$ cat src/design/assert_macros.svh
// Assertion macros shared by the timestamp validator modules.
`ifndef ASSERT_MACROS_SVH
`define ASSERT_MACROS_SVH
`ifndef SYNTHESIS
// Checked on every rising edge of clk, switched off while rst is high.
`define TSV_ASSERT(lbl, prop, msg) \
  lbl: assert property (@(posedge clk) disable iff (rst) prop) else $error(msg);
// Checked on every rising edge of clk, reset cycles included.
`define TSV_ASSERT_RST(lbl, prop, msg) \
  lbl: assert property (@(posedge clk) prop) else $error(msg);
`else
`define TSV_ASSERT(lbl, prop, msg)
`define TSV_ASSERT_RST(lbl, prop, msg)
`endif
`endif

$ cat src/design/tsv_pkg.sv
// Types, phase codes and character helpers for the timestamp validator.
package tsv_pkg;

  // Grammar position, one-hot coded.
  typedef enum logic [22:0] {
    PH_LEAD   = 23'h000001,
    PH_Y1     = 23'h000002,
    PH_Y2     = 23'h000004,
    PH_Y3     = 23'h000008,
    PH_DASH1  = 23'h000010,
    PH_M0     = 23'h000020,
    PH_M1     = 23'h000040,
    PH_DASH2  = 23'h000080,
    PH_D0     = 23'h000100,
    PH_D1     = 23'h000200,
    PH_SEP    = 23'h000400,
    PH_TWS    = 23'h000800,
    PH_H1     = 23'h001000,
    PH_COLON1 = 23'h002000,
    PH_MI0    = 23'h004000,
    PH_MI1    = 23'h008000,
    PH_AFTMIN = 23'h010000,
    PH_S0     = 23'h020000,
    PH_S1     = 23'h040000,
    PH_AFTSEC = 23'h080000,
    PH_FRAC0  = 23'h100000,
    PH_FRAC   = 23'h200000,
    PH_TRAIL  = 23'h400000
  } phase_t;

  // Character codes used by the grammar.
  localparam logic [7:0] CH_SPACE = 8'h20;
  localparam logic [7:0] CH_DASH  = 8'h2D;
  localparam logic [7:0] CH_DOT   = 8'h2E;
  localparam logic [7:0] CH_COLON = 8'h3A;
  localparam logic [7:0] CH_T     = 8'h54;

  // Limits of the time fields.
  localparam logic [4:0] MAX_HOUR       = 5'd23;
  localparam logic [3:0] MAX_MINUTE_TEN = 4'd5;

  // One byte handed from the input stage to the parser.
  typedef struct packed {
    logic       step;
    logic       last;
    logic [7:0] char_code;
  } step_t;

  // Space and the control codes 9 to 13.
  function automatic logic is_ws(input logic [7:0] c);
    return (c == CH_SPACE) || (c >= 8'd9 && c <= 8'd13);
  endfunction

  // ASCII decimal digit.
  function automatic logic is_digit(input logic [7:0] c);
    return (c >= 8'h30) && (c <= 8'h39);
  endfunction

  // A two-digit number (tens, ones) is a multiple of four.
  function automatic logic div4_2dig(input logic [3:0] tens, input logic [3:0] ones);
    logic ones_even_set;
    logic ones_odd_set;
    ones_even_set = (ones == 4'd0) || (ones == 4'd4) || (ones == 4'd8);
    ones_odd_set  = (ones == 4'd2) || (ones == 4'd6);
    return tens[0] ? ones_odd_set : ones_even_set;
  endfunction

  // Gregorian leap rule on a year given as four decimal digits.
  function automatic logic is_leap(input logic [3:0] d0, input logic [3:0] d1,
                                   input logic [3:0] d2, input logic [3:0] d3);
    logic low_zero;
    low_zero = (d2 == 4'd0) && (d3 == 4'd0);
    return low_zero ? div4_2dig(d0, d1) : div4_2dig(d2, d3);
  endfunction

  // Length of a month in a common year.
  function automatic logic [4:0] month_days(input logic [3:0] m);
    logic [4:0] len;
    unique case (m)
      4'd2:                      len = 5'd28;
      4'd4, 4'd6, 4'd9, 4'd11:   len = 5'd30;
      default:                   len = 5'd31;
    endcase
    return len;
  endfunction

endpackage

$ cat src/design/tsv_parser.sv
// Grammar state machine and field checks of the timestamp validator.
`include "assert_macros.svh"

module tsv_parser (
  input  logic          clk,
  input  logic          rst,
  input  tsv_pkg::step_t st,
  output logic          verdict
);
  import tsv_pkg::*;

  phase_t     phase;
  phase_t     phase_next;
  phase_t     phase_adv;
  logic       failed;
  logic       failed_next;
  logic       adv_ok;

  logic [3:0] year_d0, year_d1, year_d2, year_d3;
  logic [3:0] month_value;
  logic [3:0] day_tens;
  logic [3:0] hour_tens;

  logic       ch_ws;
  logic       ch_dg;
  logic [3:0] ch_d;
  logic [6:0] day_num;
  logic [4:0] day_max;
  logic [6:0] hour_num;
  logic [6:0] month_num;
  logic       load_en;

  // Byte classification.
  assign ch_ws = is_ws(st.char_code);
  assign ch_dg = is_digit(st.char_code);
  assign ch_d  = ch_dg ? st.char_code[3:0] : 4'd0;

  // Two-digit field values.
  assign month_num = 7'(month_value) * 7'd10 + 7'(ch_d);
  assign day_num   = 7'(day_tens) * 7'd10 + 7'(ch_d);
  assign hour_num  = 7'(hour_tens) * 7'd10 + 7'(ch_d);

  // Upper bound of the day, February lengthened in leap years.
  always_comb begin
    day_max = month_days(month_value);
    if (month_value == 4'd2 && is_leap(year_d0, year_d1, year_d2, year_d3)) begin
      day_max = 5'd29;
    end
  end

  // One step through the grammar for the current byte.
  always_comb begin
    phase_adv = phase;
    adv_ok    = 1'b1;
    unique case (phase)
      PH_LEAD: begin
        if (!ch_ws) begin
          adv_ok    = ch_dg;
          phase_adv = PH_Y1;
        end
      end
      PH_Y1: begin
        adv_ok    = ch_dg;
        phase_adv = PH_Y2;
      end
      PH_Y2: begin
        adv_ok    = ch_dg;
        phase_adv = PH_Y3;
      end
      PH_Y3: begin
        adv_ok    = ch_dg;
        phase_adv = PH_DASH1;
      end
      PH_DASH1: begin
        adv_ok    = (st.char_code == CH_DASH);
        phase_adv = PH_M0;
      end
      PH_M0: begin
        adv_ok    = ch_dg;
        phase_adv = PH_M1;
      end
      PH_M1: begin
        adv_ok    = ch_dg && (month_num >= 7'd1) && (month_num <= 7'd12);
        phase_adv = PH_DASH2;
      end
      PH_DASH2: begin
        adv_ok    = (st.char_code == CH_DASH);
        phase_adv = PH_D0;
      end
      PH_D0: begin
        adv_ok    = ch_dg;
        phase_adv = PH_D1;
      end
      PH_D1: begin
        adv_ok    = ch_dg && (day_num >= 7'd1) && (day_num <= 7'(day_max));
        phase_adv = PH_SEP;
      end
      PH_SEP: begin
        if (st.char_code == CH_SPACE || st.char_code == CH_T) begin
          phase_adv = PH_TWS;
        end else begin
          adv_ok = ch_ws;
        end
      end
      PH_TWS: begin
        if (!ch_ws) begin
          adv_ok    = ch_dg;
          phase_adv = PH_H1;
        end
      end
      PH_H1: begin
        adv_ok    = ch_dg && (hour_num <= 7'(MAX_HOUR));
        phase_adv = PH_COLON1;
      end
      PH_COLON1: begin
        adv_ok    = (st.char_code == CH_COLON);
        phase_adv = PH_MI0;
      end
      PH_MI0: begin
        adv_ok    = ch_dg && (ch_d <= MAX_MINUTE_TEN);
        phase_adv = PH_MI1;
      end
      PH_MI1: begin
        adv_ok    = ch_dg;
        phase_adv = PH_AFTMIN;
      end
      PH_AFTMIN: begin
        if (st.char_code == CH_COLON) begin
          phase_adv = PH_S0;
        end else begin
          adv_ok    = ch_ws;
          phase_adv = PH_TRAIL;
        end
      end
      PH_S0: begin
        adv_ok    = ch_dg && (ch_d <= MAX_MINUTE_TEN);
        phase_adv = PH_S1;
      end
      PH_S1: begin
        adv_ok    = ch_dg;
        phase_adv = PH_AFTSEC;
      end
      PH_AFTSEC: begin
        if (st.char_code == CH_DOT) begin
          phase_adv = PH_FRAC0;
        end else begin
          adv_ok    = ch_ws;
          phase_adv = PH_TRAIL;
        end
      end
      PH_FRAC0: begin
        adv_ok    = ch_dg;
        phase_adv = PH_FRAC;
      end
      PH_FRAC: begin
        if (!ch_dg) begin
          adv_ok    = ch_ws;
          phase_adv = PH_TRAIL;
        end
      end
      PH_TRAIL: begin
        adv_ok = ch_ws;
      end
      default: begin
        adv_ok = 1'b0;
      end
    endcase
  end

  // The verdict for a last byte, taken from the state the byte leaves behind.
  assign verdict = !failed && adv_ok &&
                   (phase_adv == PH_AFTMIN || phase_adv == PH_AFTSEC ||
                    phase_adv == PH_FRAC || phase_adv == PH_TRAIL);

  // Control state: a last byte returns the parser to its starting point.
  always_comb begin
    phase_next  = phase;
    failed_next = failed;
    if (st.step) begin
      if (st.last) begin
        phase_next  = PH_LEAD;
        failed_next = 1'b0;
      end else if (!failed) begin
        phase_next  = phase_adv;
        failed_next = !adv_ok;
      end
    end
  end

  always_ff @(posedge clk) begin
    if (rst) begin
      phase  <= PH_LEAD;
      failed <= 1'b0;
    end else begin
      phase  <= phase_next;
      failed <= failed_next;
    end
  end

  // Field digits, captured as the grammar reaches them.
  assign load_en = st.step && !failed;

  always_ff @(posedge clk) begin
    if (load_en) begin
      if (phase == PH_LEAD) year_d0 <= ch_d;
      if (phase == PH_Y1) year_d1 <= ch_d;
      if (phase == PH_Y2) year_d2 <= ch_d;
      if (phase == PH_Y3) year_d3 <= ch_d;
      if (phase == PH_M0) month_value <= ch_d;
      if (phase == PH_M1) month_value <= month_num[3:0];
      if (phase == PH_D0) day_tens <= ch_d;
      if (phase == PH_TWS) hour_tens <= ch_d;
    end
  end

  // A last byte always leaves a fresh parser behind.
  `TSV_ASSERT(a_last_clears, st.step && st.last |=> phase == PH_LEAD && !failed, "parser not cleared after last byte")
  // A rejection sticks until the string ends.
  `TSV_ASSERT(a_fail_sticky, failed && !(st.step && st.last) |=> failed, "rejection lost before end of string")
  // Without a byte the grammar position does not move.
  `TSV_ASSERT(a_idle_hold, !st.step |=> $stable(phase) && $stable(failed), "parser moved without a byte")

endmodule

$ cat src/design/timestamp_text_validator_core.sv
// Top level of the timestamp validator: input stage, parser and result register.
//
//   channel  | handshake                   | payload
//   ---------+-----------------------------+---------------------
//   input    | char_valid / char_ready     | char_byte, is_last
//   result   | result_valid / result_ready | is_valid
//
// One byte is taken per cycle unless a last byte is held in the input register,
// where the parser's next-state logic decides each byte; a verdict appears in the
// result register on the cycle after its last byte leaves the input register.
// The input register keeps the pipeline full while a verdict waits to be taken;
// only a last byte waits on a full, stalled result register.
// Reset (rst, synchronous) empties both registers and returns the parser to
// the start of the grammar.
`include "assert_macros.svh"

module timestamp_text_validator_core (
  input  logic       clk,
  input  logic       rst,
  input  logic       char_valid,
  output logic       char_ready,
  input  logic [7:0] char_byte,
  input  logic       is_last,
  output logic       result_valid,
  input  logic       result_ready,
  output logic       is_valid
);
  import tsv_pkg::*;

  logic       s1_valid;
  logic [7:0] s1_char;
  logic       s1_last;
  logic       s1_adv;
  logic       out_free;
  logic       verdict;
  step_t      st;

  // A byte leaves the input register unless it is a last byte facing a full result.
  assign out_free   = !result_valid || result_ready;
  assign s1_adv     = s1_valid && (!s1_last || out_free);
  assign char_ready = !s1_valid || s1_adv;

  // Input register.
  always_ff @(posedge clk) begin
    if (rst) begin
      s1_valid <= 1'b0;
    end else if (char_ready) begin
      s1_valid <= char_valid;
    end
  end

  always_ff @(posedge clk) begin
    if (char_valid && char_ready) begin
      s1_char <= char_byte;
      s1_last <= is_last;
    end
  end

  // Parser.
  assign st.step      = s1_adv;
  assign st.last      = s1_last;
  assign st.char_code = s1_char;

  tsv_parser u_parser (
    .clk     (clk),
    .rst     (rst),
    .st      (st),
    .verdict (verdict)
  );

  // Result register.
  always_ff @(posedge clk) begin
    if (rst) begin
      result_valid <= 1'b0;
    end else if (s1_adv && s1_last) begin
      result_valid <= 1'b1;
    end else if (result_ready) begin
      result_valid <= 1'b0;
    end
  end

  always_ff @(posedge clk) begin
    if (s1_adv && s1_last) begin
      is_valid <= verdict;
    end
  end

  // A new verdict only follows a last byte leaving the input stage.
  `TSV_ASSERT(a_result_source, $rose(result_valid) |-> $past(s1_adv && s1_last), "verdict without a last byte")
  // A held byte in the input register is not overwritten.
  `TSV_ASSERT(a_s1_hold, s1_valid && !s1_adv |=> s1_valid && $stable(s1_char) && $stable(s1_last), "input byte lost")
  // Reset empties both stages.
  `TSV_ASSERT_RST(a_reset_empty, rst |=> !s1_valid && !result_valid, "pipeline not empty after reset")

endmodule

$ cat config.mk
export PLATFORM = sky130hd
export DESIGN_NAME = timestamp_text_validator_core
export DESIGN_NICKNAME = d
export VERILOG_FILES = /design/src/design/tsv_pkg.sv /design/src/design/tsv_parser.sv /design/src/design/timestamp_text_validator_core.sv
export VERILOG_INCLUDE_DIRS = /design/src /design/src/design
export SDC_FILE = /design/constraint.sdc
export NUM_CORES = 1
export LEC_CHECK = 0
export BUFFER_PORTS_ARGS = -buffer_cell sky130_fd_sc_hd__buf_2
export CAP_MARGIN = 20
export CORE_MARGIN = 8
export CORE_UTILIZATION = 55
export CTS_CLUSTER_SIZE = 12
export DETAILED_ROUTE_END_ITERATION = 8
export GPL_ROUTABILITY_DRIVEN = 0
export PLACE_DENSITY_LB_ADDON = 0.05
export SETUP_SLACK_MARGIN = 0.15
export SLEW_MARGIN = 15
export SYNTH_ARGS = -nofsm -noshare
export SYNTH_HDL_FRONTEND = slang
export SYNTH_HIERARCHICAL = 1
export SYNTH_SLANG_ARGS = --single-unit
$ cat constraint.sdc
create_clock -name clk -period 5.8 [get_ports clk]
set_input_delay 0 -clock clk [delete_from_list [all_inputs] [get_ports clk]]
set_output_delay 0 -clock clk [all_outputs]
set_load 0.005 [all_outputs]
* Word level (Yosys, flattened, before mapping) *
Index checks and enable logic that the tools add are counted.

operators by class
  equal/unequal tests = 46
  add/subtract/negate cells = 3
  reductions and logical operators = 53
  order comparisons = 10
  multiplexer cells = 27
  $mul = 3

operator list
  cell                  number
  $pmux 23 s22          1
  $mux 23               8
  $eq 23x17->1 const B  2
  $eq 23x20->1 const B  2
  $eq 23x22->1 const B  2
  $eq 23x23->1 const B  2
  $eq 8x6->1 const B    4
  $eq 4x3->1 const B    6
  $eq 23x1->1 const B   1
  $eq 23x10->1 const B  1
  $eq 23x11->1 const B  1
  $eq 23x12->1 const B  1
  $eq 23x13->1 const B  1
  $eq 23x14->1 const B  1
  $eq 23x15->1 const B  1
  $eq 23x16->1 const B  1
  $eq 23x18->1 const B  1
  $eq 23x19->1 const B  1
  $eq 23x2->1 const B   1
  $eq 23x21->1 const B  1
  $eq 23x3->1 const B   1
  $eq 23x4->1 const B   1
  $eq 23x5->1 const B   1
  $eq 23x6->1 const B   1
  32 further kinds      99

word-level totals
  input bits = 13
  register bits after elaboration = 61
  output and inout bits = 3
  word-level logic and storage cells = 156

* Logic depth before layout (Yosys ltp) *
Gate-level depths: netlist (run 1).

  depth after elaboration = 13
  mapped depth = 14
  mapped depth without buffers = 12

* Modules after synthesis *
Netlist (run 1), hierarchy kept.

by module, submodules not included
  module                         instances  sequential area each (um^2)  cells each  area an instance (um^2)
  tsv_parser                     1          1231.2                       467         4093.9
  timestamp_text_validator_core  1          340.3                        22          404.1

* Worst setup path after synthesis (run 1) *
OpenSTA, ideal clock, no wires.

  path kind = reg2reg
  from = register s1_char[6]
  to = register is_valid (data pin)
  required time = 5.666 ns
  setup time = 0.134 ns
  path buffers = 1
  clock period less this slack = 3.173 ns
  stages on the path, launching flop included = 13
  path slack = 2.627 ns
  data arrival time = 3.039 ns
  cells stage by stage = edfxtp_1 nor4bb_1 clkbuf_1 and3_1 ha_1 inv_1 nor4_1 o22ai_1 mux2_1 a2111oi_0 o211ai_1 a41oi_1 and4_1

between the ends
  word-level cells in the longest chain between the ends = 10
  elaborated cells between the ends (all ways) = 51
  classes of those cells = 3 x add/sub; 10 x order compare; 9 x eq/ne; 14 x mux; 15 x reduce/logical

RTL lines
  element                                                   line                                 source
  from (decl)                                               timestamp_text_validator_core.sv:31  logic [7:0] s1_char;
  from (signal assigned)                                    timestamp_text_validator_core.sv:54  s1_char <= char_byte;
  $ge 8x6->1 or $le 8x6->1 (tied branches)                  tsv_pkg.sv:56                        return (c >= 8'h30) && (c <= 8'h39);
  $logic_and 1x1->1 (*)                                     tsv_pkg.sv:56
  $mux 4 (*)                                                tsv_parser.sv:36                     assign ch_d = ch_dg ? st.char_code[3:0] : 4'd0;
  via u_parser.ch_d[1]                                      tsv_parser.sv:26                     logic [3:0] ch_d;
  $add 7x4->7, on equally long branches                     tsv_parser.sv:40, tsv_parser.sv:39
  $ge 7x1->1, on equally long branches                      tsv_parser.sv:95, tsv_parser.sv:83
  $logic_and 1x1->1, on equally long branches (2 in a row)  tsv_parser.sv:95, tsv_parser.sv:83
  $pmux 1 s13 (*)                                           tsv_parser.sv:55                     unique case (phase)
  $logic_and 1x1->1 (*) (2 in a row)                        tsv_parser.sv:171                    assign verdict = !failed && adv_ok &&
  via verdict                                               timestamp_text_validator_core.sv:35  logic verdict;
  to (signal assigned)                                      timestamp_text_validator_core.sv:84  is_valid <= verdict;
  to (decl)                                                 timestamp_text_validator_core.sv:26  output logic is_valid

The timed path passes the listed nets; every way through them passes the cells marked *.
A chain may end at the register's enable or synchronous reset.

* Worst setup path in the final report (run 1) *
Ends and elaborated chain as after synthesis.

==> results of run 1 <==
[worst paths after layout]
kind                                        end  cells past startpoint  slack, ps
worst max-delay path                   is_valid                     12       2120
worst min-delay path                    s1_last                      2        360
worst max register to register         is_valid                     12       2120
worst min register to register  u_parser/failed                      2        530
[registers in the layout, summed over array words and instances (netlist names)]
name / count
u_parser/month_value: 4
s1_char: 8
u_parser/year_d3: 4
u_parser/year_d1: 4
is_valid: 1
s1_last: 1
u_parser/year_d2: 4
s1_valid: 1
u_parser/year_d0: 1
u_parser/hour_tens: 4
u_parser/day_tens: 4
u_parser/phase: 23
u_parser/failed: 1
result_valid: 1
[report_power, final]
part / total (mW) / internal [mW] / switching [mW]
Combinational: 0.0725 / 0.0297 / 0.0428
Clock: 0.430 / 0.253 / 0.177
Sequential: 0.471 / 0.461 / 0.00987
Total: 0.973 / 0.744 / 0.230
[layer usage]
layer / up-vias / wire, microns
met3: 38 / 973
met2: 187 / 5540
met4: 0 / 382
met5: - / 0
met1: 1937 / 5340
li1: 1937 / -
[final cells by class]
cell class,instances,area (sq um),share of cell area
inverter,15,56.3,0.0114
timing repair buffer,31,230,0.0467
tap,105,131,0.0266
sequential,61,1570,0.319
clock inverter,6,86.3,0.0175
multi-input combinational,388,2720,0.551
clock buffer,10,138,0.0279
[cell families (layout without fill, tap and decap cells)]
family,after synthesis,in the layout,synth area share
and+or+nand+nor,240,240,0.326
AOI/OAI and AO/OA,106,106,0.170
DFF,61,61,0.349
buffers and inverters,40,62,0.0465
adders and majority gates,24,24,0.0707
xor gates and xnor gates,14,14,0.0273
muxes,4,4,0.00974
[repair_timing]
item	in CTS	in global routing
hold buffers	14	0
endpoints found under the setup margin	0	0
hold endpoints to repair	15	0
buffers inserted	0	0
[worst reg2reg max path, stage by stage, from the launching register on]
cell and delay, ps:
edfxtp_1 440, nor4bb_1 280, buf_4 220, and3_1 440, ha_1 320, inv_1 60
nor4_1 260, o22ai_1 160, mux2_1 340, a2111oi_0 420, o211ai_1 160, a41oi_1 260
and4_1 220
[cells in the final DEF, fill, tap and decap left out, types with 6 or more instances in the layout]
cell type      netlist  layout
o21ai_0             16      16
nor2b_1              7       7
dfxtp_1             26      26
inv_1               14      14
xnor2_1              8       8
xor2_1               6       6
a22o_1              10      10
nand2b_1            14      14
nand4_1             18      18
nor2_1              39      39
ha_1                19      19
nor4_1              16      16
dlygate4sd3_1        0      14
or3_1                8       8
or4_1                7       7
nand3_1             14      14
nand2_1             40      40
edfxtp_1            35      35
clkbuf_8             0      10
buf_2               11      15
nor3_1              22      22
a21oi_1             16      16
o22ai_1              8       8
nor4b_1              6       6
==> summary.txt, run 1 <==
Synthesis
  • Number of synthesized flops with an enable pin: 35
  • Mapped Nets: around 520
  • Synthesis Warnings: 6
  • Post-synthesis sequential area ratio: 0.349
  • Synth Instances: 489
  • Netlist cell types: around 80
  • Top-count cell post-synth: nand2_1
  • Primary FF master, synth: edfxtp_1
  • Post-synth top cells: nand2_1 (40), nor2_1 (39), edfxtp_1 (35)
  • FFs w/ async S/R, synth: 0
  • Syn Area/Cell: 9.20 sq um
  • Area fraction of the dominant cell type after synthesis: 0.234
  • Synth Cell Area: 4500 sq um
  • Flops & latches, synth: 61
  • Cell taking the most area after synthesis: edfxtp_1
  • Area contributors post-synth: edfxtp_1 (23%), dfxtp_1 (12%), ha_1 (5.3%)

STA
  • Slew Limit Headroom: 0.354
  • Clock Skews: 11.0 ps
  • Sum Neg Setup Slack: 0 ps
  • Final Setup Violations: 0
  • Worst-Margin Slew: between 900 and 1000 ps
  • Hold Worst Slack: roughly 360 ps
  • Final hold vios: 0
  • RSZ-0062 raised after global routing: no
  • Final max-slew violation count: 0
  • Achievable clock frequency: 0.272 GHz
  • Setup ws final: 2120 ps
  • Fin crit share: 0.635
  • Crit path time final: 3680 ps

Critical path
  • Crit-path leading delay family: simple AND/OR/NAND/NOR gates
  • Crit-path max cell delay: between 400 and 500 ps
  • Max Fanout on Critical Path: 10
  • Reg-to-Reg Start: s1_char[6]
  • Crit Path Category: flop to flop
  • Cells along the critical path: nor4bb_1 -> buf_4 -> and3_1 -> ha_1 -> inv_1 -> nor4_1 -> o22ai_1 -> mux2_1 -> a2111oi_0 -> o211ai_1 -> a41oi_1 -> and4_1
  • CP Capture Type: flop
  • CP Buf/Inv Count: 2
  • Setup crit start: s1_char[6]
  • CP startpoint kind: flop
  • CP arrival: just under 4000 ps
  • Worst Path Required: roughly 6000 ps
  • CP max-delay cell: edfxtp_1

Finish
  • Fin util: 0.612
  • Fraction of layout cells with a size suffix above 1: 0.110
  • P&R area growth vs syn: 9.62%
  • # nets final: around 540
  • Fill cell count: 713
  • Final instance count without filler cells: 616
  • ANT cells: 0
  • Final instance area: 4930 sq um

Clocking
  • Clock sinks: 61
  • CTS tree: done
  • CTS clock-pin slew for the worst setup and hold paths: 80 ps
  • Clk buf depth: 2
  • Clk root buf: clkbuf_8
  • Number of gates resized after cts: 0
  • H-tree Lvls: 3
  • Clock Latency Late Sink: 350 ps
  • Total CTS buffers: 9

GRT
  • Global Route Usage Sum: 0.222
  • Initial antenna violation count: 0
  • Vias in the first global route: 3885
  • M3 GR Usage: 0.0460
  • Grt peak-use layer: met2
  • Pin count of the biggest net entering global routing: 19
  • Global-route wire length before repair: 20300 microns
  • GRT overflow: 0
  • Met1 GRT Util: 0.294
  • GRT met2 Usage: 0.351

Worst hold path
  • Hold Startpoint: is_last
  • Worst hold path class: input pin to flop

Routing
  • ANT nets after route: 0
  • DRT iter0 DRCs: 482
  • Routed vias: 4099
  • Pre-antenna DRT Iters: 5
  • # DRC: 0
  • Routed WL: 12200 microns
  • Via-to-Cell Ratio: 6.65
  • Drt wl/cell: ~20 microns

Floorplanning
  • Die area: 11300 sq um
  • Row count: 33
  • Die Ht: 106 microns
  • Die W: 106 microns
  • I/O pin count: 16
  • Initial Util: 0.559
  • Core area: 8050 sq um

Power
  • Pwr Total: 0.973 mW
  • Power Density: 197 nW/um^2
  • Leakage power: 1.86 nW
  • Max rail drop VDD: approximately 0.19 mV

Placement
  • Post-DP HPWL: 9130 microns
  • Placed instance count: 586
  • Pre-CTS WS: 2190 ps
  • PortBufs: 15
  • Placed cell area: approximately 4600 sq um

Flow run
  • Number of max-cap violations: 0

Status
  • Status: completed
No activity file was read; power rests on OpenSTA's default activity.
==> run 2: changes to the inputs <==
clock period = 3.5 ns   (was 5.8 ns; I/O delays follow)
==> summary.txt, run 2 (synthesized netlist as in run 1, its figures left out) <==
Status
  • Status: completed (unchanged)

Power
  • Gate power share: 0.082 (was 0.075)
  • Leakage power: 1.99 nW (was 1.86 nW)
  • Sw frac: 0.237 (was 0.236)
  • Max rail drop VDD: 0.311 mV (was 0.192 mV)
  • Seq pwr share: 0.479 (was 0.484)
  • Power Density: 316 nW/um^2 (was 197 nW/um^2)
  • Switching pwr: 0.385 mW (was 0.230 mW)
  • Clock power frac: 0.439 (was 0.441)
  • Pint: 1.24 mW (was 0.744 mW)

Routing
  • Routed vias: 4226 (was 4099)
  • ANT nets after route: 0 (unchanged)
  • # DRC: 0 (unchanged)
  • Via-to-Cell Ratio: 6.60 (was 6.65)
  • Routed WL: 12400 microns (was 12200 microns)
  • Drt wl/cell: 19.3 microns (was 19.9 microns)
  • Pre-antenna DRT Iters: 5 (unchanged)
  • DRT iter0 DRCs: 436 (was 482)

Finish
  • Largest Register: u_parser/phase (unchanged)
  • Max reg flops: 23 (unchanged)
  • Regs by FF count: u_parser/phase (23), s1_char (8) (unchanged)
  • Commonest non-fill, non-tap cell in the layout: nand2_1 (unchanged)
  • Most frequent cells in the layout: nand2_1 (40), nor2_1 (39), edfxtp_1 (35) (unchanged)
  • # nets final: 565 (was 541)
  • Final instance count without filler cells: 640 (was 616)
  • P&R area growth vs syn: 14.3% (was 9.62%)
  • ANT cells: 0 (unchanged)
  • Fraction of layout cells with a size suffix above 1: 0.159 (was 0.110)

Placement
  • Post-DP HPWL: 9200 microns (was 9130 microns)
  • Placed instance count: 606 (was 586)
  • PortBufs: 15 (unchanged)

Critical path
  • Max Fanout on Critical Path: 8 (was 10)
  • CP startpoint kind: flop (unchanged)
  • CP max-delay cell: edfxtp_1 (unchanged)
  • CP Capture Type: flop (unchanged)
  • CP arrival: 3400 ps (was 3900 ps)
  • Worst Path Required: 3710 ps (was 6020 ps)
  • Reg-to-Reg Start: s1_char[5] (was s1_char[6])
  • Setup crit start: s1_char[5] (was s1_char[6])
  • Crit Path Category: flop to flop (unchanged)
  • Flop2flop setup slack: 300 ps (was 2120 ps)
  • Cells along the critical path: nor4bb_1 -> buf_4 -> and3_2 -> buf_4 -> ha_1 -> ha_1 -> a31oi_1 -> xnor2_1 -> nor4_1 -> nor3_1 -> o221ai_1 -> a41oi_2 -> and4_1 (was nor4bb_1 -> buf_4 -> and3_1 -> ha_1 -> inv_1 -> nor4_1 -> o22ai_1 -> mux2_1 -> a2111oi_0 -> o211ai_1 -> a41oi_1 -> and4_1)
  • Crit-path max cell delay: 480 ps (was 440 ps)

STA
  • RSZ-0062 raised after global routing: no (unchanged)
  • Slew Limit Headroom: 0.450 (was 0.354)
  • Final Setup Violations: 0 (unchanged)
  • Clock Skews: 11.1 ps (was 11.0 ps)
  • Crit path time final: 3200 ps (was 3680 ps)
  • Fin crit share: 0.914 (was 0.635)
  • Final max-slew violation count: 0 (unchanged)
  • Achievable clock frequency: 0.313 GHz (was 0.272 GHz)
  • Sum Neg Setup Slack: 0 ps (unchanged)
  • Final hold vios: 0 (unchanged)
  • Worst-Margin Slew: 819 ps (was 961 ps)

GRT
  • Global Route Usage Sum: 0.219 (was 0.222)
  • Vias in the first global route: 4000 (was 3885)
  • Pin count of the biggest net entering global routing: 14 (was 19)
  • GRT overflow: 0 (unchanged)
  • Initial antenna violation count: 0 (unchanged)
  • Global-route wire length before repair: 20100 microns (was 20300 microns)

Flow run
  • Number of max-cap violations: 0 (unchanged)

Clocking
  • Clock Latency Late Sink: 340 ps (was 350 ps)
  • CTS tree: done (unchanged)
  • CTS clock-pin slew for the worst setup and hold paths: 70 ps (was 80 ps)
  • Clk buf depth: 2 (unchanged)
  • Total CTS buffers: 9 (unchanged)
  • Clock sinks: 61 (unchanged)
  • Clk root buf: clkbuf_8 (unchanged)
  • H-tree Lvls: 3 (unchanged)

Worst hold path
  • Hold Startpoint: is_last (unchanged)
  • Worst hold path class: input pin to flop (unchanged)

Floorplanning
  • I/O pin count: 16 (unchanged)
  • Die area: 11300 sq um (unchanged)
  • Die Ht: 106 microns (unchanged)
  • Row count: 33 (unchanged)
  • Core area: 8050 sq um (unchanged)
  • Initial Util: 0.559 (unchanged)
  • Die W: 106 microns (unchanged)
## run 2: path summary, 6_finish.rpt
kind,end,cells past startpoint
worst max-delay path,is_valid,13
worst min-delay path,s1_last,2
worst max register to register,is_valid,13
worst min register to register,u_parser/failed,2
## run 2: power by group through the flow
| stage | Clock [mW] | Sequential, mW | Combinational [mW] |
|---|---|---|---|
| 2_1_floorplan | 0 | 0.789 | 0.0790 |
| 3_3_place_gp | 0 | 0.794 | 0.114 |
| 3_5_place_dp | 0 | 0.795 | 0.114 |
| 4_1_cts | 0.728 | 0.779 | 0.126 |
| 5_1_grt | 0.756 | 0.781 | 0.142 |
| 6_report | 0.714 | 0.779 | 0.133 |
## run 2: critical path, delay by kind of cell (launching register included)
kind | cells | cell delay (ps)
adders and majority gates | 2 | 410
AOI/OAI and AO/OA | 3 | 740
and+or+nand+nor | 5 | 890
buffers and inverters | 2 | 330
DFF | 1 | 480
xor gates and xnor gates | 1 | 220
## run 2: metal layers
layer | part of all wire | track usage | wire (microns)
met5 | 0 | 0 | 0
met2 | 0.45 | 0.348 | 5550
met1 | 0.44 | 0.285 | 5390
met3 | 0.084 | 0.0484 | 1030
met4 | 0.031 | 0.0824 | 379
## run 2: area by class of cell
class | count | area, sq um
Fill cell | 694 | 2910
Multi-Input combinational cell | 388 | 2750
Sequential cell | 61 | 1570
Timing Repair Buffer | 55 | 410
Clock buffer | 10 | 138
Tap cell | 105 | 131
Clock inverter | 6 | 86.3
Inverter | 15 | 56.3
## run 2: repair_timing
| item | CTS | global route |
|---|---|---|
| setup buffers | 0 | 4 |
| endpoints found under the hold margin | 15 | 0 |
| hold buffers | 14 | 0 |
| resized for setup | 0 | 6 |
| endpoints found under the setup margin | 0 | 2 |
## run 2: stage by stage
stage	total power, mW	hold slack, ps	setup WS [ps]	area (sq um)	util
6_report	1.63	376	301	5140	0.638
3_3_place_gp	0.908	178	303	4720	0.586
4_1_cts	1.63	355	188	5080	0.631
3_5_place_dp	0.909	178	197	4720	0.586
2_1_floorplan	0.868	69.1	327	4500	-
5_1_grt	1.68	358	168	5140	0.638
